### src/rtl/assert_macros.svh
// Assertion helpers shared by the RTL files.
// Each use expects clk and rst_n in scope.
`ifndef ASSERT_MACROS_SVH
`define ASSERT_MACROS_SVH

// Check a property at every rising edge outside reset.
`define ASSERT_ALWAYS(lbl, prop, msg) \
    lbl: assert property (@(posedge clk) disable iff (!rst_n) (prop)) else $error(msg);

// Check that the consequent holds in the cycle after the antecedent.
`define ASSERT_NEXT(lbl, ante, cons, msg) \
    lbl: assert property (@(posedge clk) disable iff (!rst_n) (ante) |=> (cons)) else $error(msg);

`endif

### src/rtl/lfo_pkg.sv
`timescale 1ns / 1ps

package lfo_pkg;

    typedef enum logic [1:0] {
        OP_SAMPLE = 2'd0,
        OP_SYNC   = 2'd1,
        OP_RETUNE = 2'd2,
        OP_NONE   = 2'd3
    } op_t;

    typedef enum logic [2:0] {
        WF_OFF = 3'd0,
        WF_SAW = 3'd1,
        WF_TRI = 3'd2,
        WF_COS = 3'd3,
        WF_SQR = 3'd4
    } wave_t;

    typedef enum logic [2:0] {
        REG_WAVEFORM   = 3'd0,
        REG_AMPLITUDE  = 3'd1,
        REG_LVL_OFFSET = 3'd2,
        REG_SYNC_MODE  = 3'd3,
        REG_TEMPO      = 3'd4,
        REG_RATE       = 3'd5,
        REG_SYNC_PHASE = 3'd6
    } reg_idx_t;

    // Constant divider geometry: 14-bit digits, remainder below an 18-bit divisor,
    // so one partial dividend fits 32 bits. Six digits cover the tempo dividend.
    localparam int DIG_W  = 14;
    localparam int DVD_W  = 84;
    localparam int DIVR_W = 18;
    localparam int CNT_W  = 3;
    localparam int RSH_W  = 6;

    // 60e6 / 2^18 reduces to 234375 / 2^10.
    localparam logic [DIVR_W-1:0] SYNC_DIVISOR = 18'd234375;
    localparam int                SYNC_SHIFT   = 10;
    // reciprocal floor(2^s / d) with s = 31 + floor(log2 d)
    localparam logic [RSH_W-1:0]  SYNC_RSHIFT  = 6'd48;
    localparam logic [31:0]       SYNC_RECIP   = 32'((64'd1 << 48) / 64'd234375);
    localparam logic [CNT_W-1:0]  SYNC_STEPS   = 3'd6;
    localparam logic [CNT_W-1:0]  LEVEL_STEPS  = 3'd2;

    localparam logic [63:0] PI_Q30   = 64'd3373259426;
    localparam logic [31:0] COS_BIAS = 32'd32768;

    typedef struct packed {
        logic              start;
        logic [CNT_W-1:0]  steps;
        logic [DIVR_W-1:0] divisor;
        logic [31:0]       recip;
        logic [RSH_W-1:0]  rshift;
    } div_req_t;

    // Quarter-wave cosine entry in Q15, Taylor series in Q30.
    function automatic logic [14:0] quarter_cos(input int unsigned r, input int unsigned cb);
        logic [63:0]        x;
        logic [63:0]        x2;
        logic [63:0]        term;
        logic [63:0]        q;
        logic signed [63:0] sum;
        x    = (PI_Q30 * 64'(r)) >> (cb - 1);
        x2   = (x * x) >> 30;
        term = 64'd1 << 30;
        sum  = $signed(term);
        for (int n = 1; n <= 10; n++) begin
            term = ((term * x2) >> 30) / 64'((2 * n - 1) * (2 * n));
            if ((n & 1) == 1) sum = sum - $signed(term);
            else              sum = sum + $signed(term);
        end
        if (sum < 0) sum = '0;
        q = ($unsigned(sum) + 64'd16384) >> 15;
        if (q > 64'd32767) q = 64'd32767;
        return q[14:0];
    endfunction

endpackage

### src/rtl/lfo_div.sv
`timescale 1ns / 1ps

// Division by a constant, one 14-bit quotient digit at a time:
// reciprocal multiply, subtract the digit times the divisor, then one correction.
module lfo_div (
    input  logic                       clk,
    input  logic                       rst_n,
    input  lfo_pkg::div_req_t          req,
    input  logic [lfo_pkg::DVD_W-1:0]  dividend,
    output logic                       done,
    output logic [31:0]                quot
);

    typedef enum logic [3:0] {
        D_IDLE = 4'b0001,
        D_MUL  = 4'b0010,
        D_SUB  = 4'b0100,
        D_FIX  = 4'b1000
    } dstate_t;

    dstate_t                    state_reg, state_next;
    logic [lfo_pkg::DVD_W-1:0]  dvd_reg, dvd_next;
    logic [lfo_pkg::DIVR_W-1:0] rem_reg, rem_next;
    logic [lfo_pkg::DIVR_W-1:0] divisor_reg, divisor_next;
    logic [31:0]                recip_reg, recip_next;
    logic [lfo_pkg::RSH_W-1:0]  rshift_reg, rshift_next;
    logic [31:0]                part_reg, part_next;
    logic [63:0]                prod_reg, prod_next;
    logic [lfo_pkg::DIG_W-1:0]  qhat_reg, qhat_next;
    logic [lfo_pkg::DIVR_W:0]   diff_reg, diff_next;
    logic [31:0]                quot_reg, quot_next;
    logic [lfo_pkg::CNT_W-1:0]  cnt_reg, cnt_next;
    logic                       done_reg, done_next;
    logic [31:0]                part;
    logic [lfo_pkg::DIG_W-1:0]  qhat;
    logic [31:0]                qd;
    logic [31:0]                diff;
    logic                       fix;
    logic [lfo_pkg::DIG_W-1:0]  qfix;

    // remainder on top of the next digit
    assign part = {rem_reg, dvd_reg[lfo_pkg::DVD_W-1 -: lfo_pkg::DIG_W]};
    // estimate is the digit or one below it
    assign qhat = lfo_pkg::DIG_W'(prod_reg >> rshift_reg);
    assign qd   = {{(32 - lfo_pkg::DIG_W){1'b0}}, qhat}
                * {{(32 - lfo_pkg::DIVR_W){1'b0}}, divisor_reg};
    assign diff = part_reg - qd;
    assign fix  = diff_reg >= {1'b0, divisor_reg};
    assign qfix = qhat_reg + {{(lfo_pkg::DIG_W-1){1'b0}}, fix};

    always_comb
    begin
        state_next   = state_reg;
        dvd_next     = dvd_reg;
        rem_next     = rem_reg;
        divisor_next = divisor_reg;
        recip_next   = recip_reg;
        rshift_next  = rshift_reg;
        part_next    = part_reg;
        prod_next    = prod_reg;
        qhat_next    = qhat_reg;
        diff_next    = diff_reg;
        quot_next    = quot_reg;
        cnt_next     = cnt_reg;
        done_next    = 1'b0;
        unique case (state_reg)
            D_IDLE:
            begin
                if (req.start)
                begin
                    dvd_next     = dividend;
                    rem_next     = '0;
                    quot_next    = '0;
                    divisor_next = req.divisor;
                    recip_next   = req.recip;
                    rshift_next  = req.rshift;
                    cnt_next     = req.steps;
                    state_next   = D_MUL;
                end
            end
            D_MUL:
            begin
                part_next  = part;
                prod_next  = 64'(part) * 64'(recip_reg);
                dvd_next   = dvd_reg << lfo_pkg::DIG_W;
                state_next = D_SUB;
            end
            D_SUB:
            begin
                qhat_next  = qhat;
                diff_next  = diff[lfo_pkg::DIVR_W:0];
                state_next = D_FIX;
            end
            D_FIX:
            begin
                // bump the digit when the remainder still holds a divisor
                rem_next  = fix ? lfo_pkg::DIVR_W'(diff_reg - {1'b0, divisor_reg})
                                : diff_reg[lfo_pkg::DIVR_W-1:0];
                quot_next = {quot_reg[31-lfo_pkg::DIG_W:0], qfix};
                cnt_next  = cnt_reg - 1'b1;
                if (cnt_reg == lfo_pkg::CNT_W'(1))
                begin
                    done_next  = 1'b1;
                    state_next = D_IDLE;
                end
                else
                    state_next = D_MUL;
            end
            default: state_next = D_IDLE;
        endcase
    end

    always_ff @(posedge clk or negedge rst_n)
    begin
        if (!rst_n)
        begin
            state_reg <= D_IDLE;
            done_reg  <= 1'b0;
            cnt_reg   <= '0;
        end
        else
        begin
            state_reg <= state_next;
            done_reg  <= done_next;
            cnt_reg   <= cnt_next;
        end
    end

    always_ff @(posedge clk)
    begin
        dvd_reg     <= dvd_next;
        rem_reg     <= rem_next;
        divisor_reg <= divisor_next;
        recip_reg   <= recip_next;
        rshift_reg  <= rshift_next;
        part_reg    <= part_next;
        prod_reg    <= prod_next;
        qhat_reg    <= qhat_next;
        diff_reg    <= diff_next;
        quot_reg    <= quot_next;
    end

    assign done = done_reg;
    assign quot = quot_reg;

endmodule

### config.mk
export PLATFORM = sky130hd
export DESIGN_NAME = lfo_div
export DESIGN_NICKNAME = d
export VERILOG_FILES = /design/src/rtl/assert_macros.svh /design/src/rtl/lfo_pkg.sv /design/src/rtl/lfo_div.sv
export SDC_FILE = /design/constraint.sdc
export NUM_CORES = 2
export LEC_CHECK = 0
export BUFFER_PORTS_ARGS = -buffer_cell sky130_fd_sc_hd__buf_2
export CORE_MARGIN = 4
export CORE_UTILIZATION = 59
export CTS_CLUSTER_DIAMETER = 80
export DETAILED_ROUTE_END_ITERATION = 7
export PLACE_DENSITY_LB_ADDON = 0.1
export SYNTH_ARGS = -nofsm -noshare
export SYNTH_HDL_FRONTEND = slang
export SYNTH_SLANG_ARGS = --single-unit
### constraint.sdc
create_clock -name clk -period 8.05 [get_ports clk]
set_input_delay 0.805 -clock clk [delete_from_list [all_inputs] [get_ports clk]]
set_output_delay 0.805 -clock clk [all_outputs]
set_load 0.005 [all_outputs]
Yosys cells after proc, flatten, opt, wreduce, memory -nomap -nowiden
Cells that the tools add are included.
{"block": "word_totals", "regBits": 314, "input_bits": 146}
{"block": "op_classes", "add_sub_neg": 4, "mul": 2, "n_lt_le_gt_ge": 1, "n_eq_ne": 6, "shifts": 1, "mux": 14, "reduce_logical": 5}
{"operator": "case mux 84 bit (2 select lines)", "n": 1}
{"operator": "2-to-1 mux 84 bit", "n": 1}
{"operator": "multiplier 32 x 32 -> 64 bit", "n": 1}
{"operator": "case mux 32 bit (2 select lines)", "n": 1}
{"operator": "right shift 64 x 6 -> 14 bit", "n": 1}
{"operator": "2-to-1 mux 18 bit", "n": 2}
{"operator": "case mux 18 bit (2 select lines)", "n": 1}
{"operator": "2-to-1 mux 32 bit", "n": 1}
{"operator": "greater-or-equal comparator 19 x 18 -> 1 bit", "n": 1}
{"operator": "multiplier 14 x 18 -> 19 bit", "n": 1}
{"operator": "subtractor 19 bit", "n": 1}
{"operator": "subtractor 18 bit", "n": 1}
{"operator": "case mux 4 bit (4 select lines)", "n": 1}
{"operator": "adder 14 x 1 -> 14 bit", "n": 1}
{"operator": "case mux 3 bit (2 select lines)", "n": 1}
{"operator": "AND reduction 2 bit", "n": 3}
{"operator": "== test 4 x 1 -> 1 bit, second input constant", "n": 1}
{"operator": "== test 4 x 2 -> 1 bit, second input constant", "n": 1}
{"operator": "== test 4 x 3 -> 1 bit, second input constant", "n": 1}
{"operator": "== test 4 bit, second input constant", "n": 1}
{"operator": "2-to-1 mux 4 bit", "n": 1}
{"operator": "nonzero test 2 bit", "n": 2}
{"operator": "== test 3 x 1 -> 1 bit, second input constant", "n": 1}
{"operator": "2-to-1 mux 3 bit", "n": 1}
{"operator": "other kinds (4)", "n": 5}

Depth between registers and ports, before layout
{"block": "depth", "depth_word": 3, "ltp_mapped": 33, "ltp_nobuf": 29}

Least setup slack after synthesis
OpenSTA, ideal clock, no wires.
{"block": "synth_timing", "kind": "register -> register", "startpoint": "register recip_reg[8]", "endpoint": "register prod_reg[58] (data pin)", "t_arrival_ns": 7.465, "required_time_ns": 7.787, "setup_slack_ns": 0.322, "path_stages_with_launch": 27, "path_buffers": 2, "path_cell_list": "edfxtp_1 -> clkbuf_1 -> and2_1 -> fa_1 -> fa_1 -> inv_1 -> fa_1 -> fa_1 -> inv_1 -> fa_1 -> fa_1 -> fa_1 -> inv_1 -> fa_1 -> inv_1 -> ha_1 -> clkbuf_1 -> a21o_1 -> a211o_1 -> o22ai_1 -> or2_2 -> or4_1 -> nand3_1 -> a41oi_1 -> o311ai_1 -> a21oi_1 -> xnor2_1"}
{"block": "synth_via", "elab_chain_cells": 1}
{"item": "from (decl)", "line_no": "lfo_div.sv:25", "text": "logic [31:0] recip_reg, recip_next;"}
{"item": "from (signal assigned)", "line_no": "lfo_div.sv:134", "text": "recip_reg <= recip_next;"}
{"item": "multiplier 32 x 32 -> 64 bit", "line_no": "lfo_div.sv:84", "text": "prod_next = 64'(part) * 64'(recip_reg);"}
{"item": "to (signal assigned)", "line_no": "lfo_div.sv:137", "text": "prod_reg <= prod_next;"}
{"item": "to (decl)", "line_no": "lfo_div.sv:28", "text": "logic [63:0] prod_reg, prod_next;"}
Every way passes these cells.
A chain may end at the register's enable or synchronous reset.

Worst setup path in the final report
{"block": "layout_timing", "startpoint": "register rem_reg[1] (netlist bit)", "endpoint": "register prod_reg[62] (data pin)"}
{"block": "layout_via", "elab_chain_cells": 1}
{"item": "from (decl)", "line_no": "lfo_div.sv:23", "text": "logic [lfo_pkg::DIVR_W-1:0] rem_reg, rem_next;"}
{"item": "from (signal assigned)", "line_no": "lfo_div.sv:132", "text": "rem_reg <= rem_next;"}
{"item": "multiplier 32 x 32 -> 64 bit", "line_no": "lfo_div.sv:84"}
Every way passes these cells.

==> summary.md <==
| Metric | Value |
|---|---|
| Cell mode on critical path | `fa_1` |
| Largest net degree at the start of global routing | `170` |
| Slowest stage cell, crit path | `or4_1` |
| Synthesis-to-layout area growth | `10.2%` |
| Setup slack after layout | `255 ps` |
| Final min period | `between 7000 and 8000 ps` |
| Crit Path Max Fanout | `31` |
| WHS | `around 330 ps` |
| Crit start category | `flop` |
| Max frequency | `128 MHz` |
| 1st-pass router iterations | `6` |
| Maxcap violations | `0` |
| DRT iter0 DRCs | `~2700` |
| WP data required | `8410 ps` |
| Clk slew on worst S/H paths | `approximately 70 ps` |
| Ys Warns | `0` |
| Via/cell ratio | `5.63` |
| Nets@finish | `7064` |
| Antenna-violating nets left | `0` |
| Period Utilization, post-route | `a little over nine tenths` |
| Sequential cell area fraction in the yosys report | `17.3%` |
| Syn avg cell area | `10.1 sq um` |
| Kind of path behind the tightest hold check | `in -> reg` |
| CTS tree | `done` |
| DIE AREA | `96800 sq um` |
| Total grt overflow | `0` |
| Total Wirelength | `142000 um` |
| PortBufs | `178` |
| Routed vias | `38100` |
| Synth Cell Area | `approximately 54000 sq um` |
| RSZ-0062 raised after global routing | `true` |
| Remaining DRCs | `0` |
| Number of placed cells counting well taps | `6658` |
| Die W | `311 um` |
| Worst EP arrival | `roughly 8000 ps` |
| Finished Cell Area | `approximately 60000 sq um` |
| Main flop type after synthesis | `edfxtp_1` |
| CTS buffer count | `between 40 and 50` |
| Worst setup EP type | `flop` |
| Crit Path Category | `reg -> reg` |
| Status | `completed` |
| DP Area | `57700 sq um` |
| Worst Skew | `28.2 ps` |
| DR WL/cell | `approximately 21 um` |
| Reg2reg setup slack | `between 200 and 300 ps` |
| Site Rows | `110` |
| Netlist cell types | `87` |
| Root Driver | `clkbuf_16` |
| Antenna cell count | `0` |
| Core Area | `90600 sq um` |
| Initial antenna violation count | `4` |
| Hpwl dp | `113000 um` |
| Post-synthesis cell count | `5382` |
| IO Pins | `around 180` |
| DP Worst Slack | `-177 ps` |
| Count of non-filler cells in the finished layout | `about 6800` |
| Post-synth EDFFs | `306` |
| CTS max path bufs | `3` |
| Starting Density | `approximately three fifths` |
| Max FFs per register | `84` |
| Layout cell share with drive strength beyond 1 | `12.2%` |
| CTS H-tree lvls | `2` |
| FFs w/ async S/R, synth | `2.55%` |
| Endpoints failing hold | `0` |
| GRT Total Usage | `about 30%` |
| Die height | `between 300 and 400 um` |
| Final setup violation count | `0` |
| Sink Count | `314` |
| Worst Max-Slew Pin Slew | `1140 ps` |
| Vias in the first global route | `40700` |
| Synthesized net count | `approximately 7000` |
| Clk_lat worst skew | `640 ps` |
| Routability cong. | `0.940` |
| Post-synthesis sequential element count | `314` |
| First-pass GRT wire length | `approximately 230000 um` |
| Max-slew violations | `0` |
| Largest stage delay, worst path | `roughly 580 ps` |
| Max-slew headroom | `about 24%` |
## repair_timing
| action | 4_1_cts | 5_1_grt |
|---|---|---|
| gates resized for setup | 3 | 36 |
| setup endpoints to repair | 5 | 17 |
| gates cloned | 0 | 3 |
| hold buffers | 1 | 0 |
| buffers inserted | 0 | 15 |
| pin swaps | 0 | 9 |
| hold endpoints to repair | 7 | 0 |
## placed cells by master, fill, tap and decap left out, types with 15 or more instances in the layout
cell and instances:
buf_2 178, buf_4 176, edfxtp_1 306, a211oi_1 17
nand3_1 24, o21ai_0 64, and3_1 29, o21a_1 15
clkbuf_16 49, mux2_2 99, buf_12 55, a21o_1 61
nand4_1 18, nor3_1 18, nor2b_1 30, mux2i_1 73
o22ai_1 18, nor2_1 97, xor2_1 47, ha_1 333
fa_1 1031, and2_1 716, nand2_1 611, a21oi_1 95
xnor2_1 73, inv_1 1055, mux4_2 33
## worst max-delay path: cells and delay by family (launching register included)
| family | cells | cell delay [ps] |
|---|---|---|
| buffers and inverters | 6 | 600 |
| flip-flops | 1 | 430 |
| AO/OA/AOI/OAI | 6 | 900 |
| adder cells (fa/ha/maj) | 9 | 4380 |
| AND/OR/NAND/NOR | 5 | 1220 |
## final timing paths
check | start | endpoint | cells after the start
max in group asynchronous | rst_n | state_reg[0] | 2
worst max register to register | rem_reg[1] | prod_reg[62] | 26
worst min-delay path | req[49] | divisor_reg[11] | 1
worst min register to register | state_reg[1] | state_reg[1] | 1
min in group asynchronous | rst_n | state_reg[3] | 2
worst max-delay path | rem_reg[1] | prod_reg[62] | 26
## stage by stage
| stage | util, % | setup TNS, ps |
|---|---|---|
| after floorplan | - | 0 |
| after detailed placement | 63.7 | -304 |
| after global placement | 63.7 | -93.9 |
| after CTS | 65.6 | 0 |
| after global routing | 65.9 | -114 |
| final | 65.9 | 0 |
## final cells by class
cell class	count	area (sq um)
Multi-Input combinational cell	3713	39800
Inverter	1058	3970
Clock buffer	52	1170
Timing Repair Buffer	416	3430
Fill cell	7260	30900
Clock inverter	33	492
Sequential cell	314	9390
Tap cell	1176	1470
## metal layers
| metal | vias to the layer above | wire length [um] | global-route usage [%] |
|---|---|---|---|
| li1 | 16900 | - | - |
| met1 | 19500 | 57400 | 39.3 |
| met2 | 1325 | 69900 | 50.7 |
| met3 | 280 | 9490 | 5.39 |
| met4 | 2 | 5540 | 10.5 |
| met5 | - | 10 | 0 |
## cell families (layout without fill, tap and decap cells)
family	count (synthesis)	in the layout	synth area share [%]
DFF	314	314	17.3
xor gates and xnor gates	123	123	2.05
buffers and inverters	1355	1559	9.61
adders and majority gates	1369	1369	45.9
muxes	211	211	4.90
and+or+nand+nor	1594	1594	15.1
AOI/OAI and AO/OA	416	416	5.16
## cell usage after synthesis (all sizes together), types with 10 or more instances
cell type | count | area (sq um)
a211oi | 22 | 193
o21a | 15 | 113
inv | 1058 | 3970
clkbuf | 263 | 991
o31ai | 12 | 90.1
and2 | 717 | 4490
o21ai | 75 | 375
nor2b | 30 | 188
nor3 | 18 | 90.1
buf | 34 | 245
o21bai | 15 | 113
nor2 | 98 | 370
nand4 | 18 | 113
xor2 | 47 | 412
a221oi | 12 | 111
fa | 1033 | 20700
edfxtp | 306 | 9190
and3 | 30 | 188
a21oi | 103 | 534
nand3 | 25 | 125
ha | 336 | 4200
mux2 | 103 | 1160
a31oi | 12 | 75.1
nand2 | 613 | 2300
mux2i | 75 | 751
o22ai | 18 | 113
a21o | 61 | 458
or3 | 10 | 62.6
xnor2 | 74 | 656
mux4 | 33 | 743
Power is not shown: default switching activity piles up to over one toggle a cycle in this logic, so the estimate is an artifact.
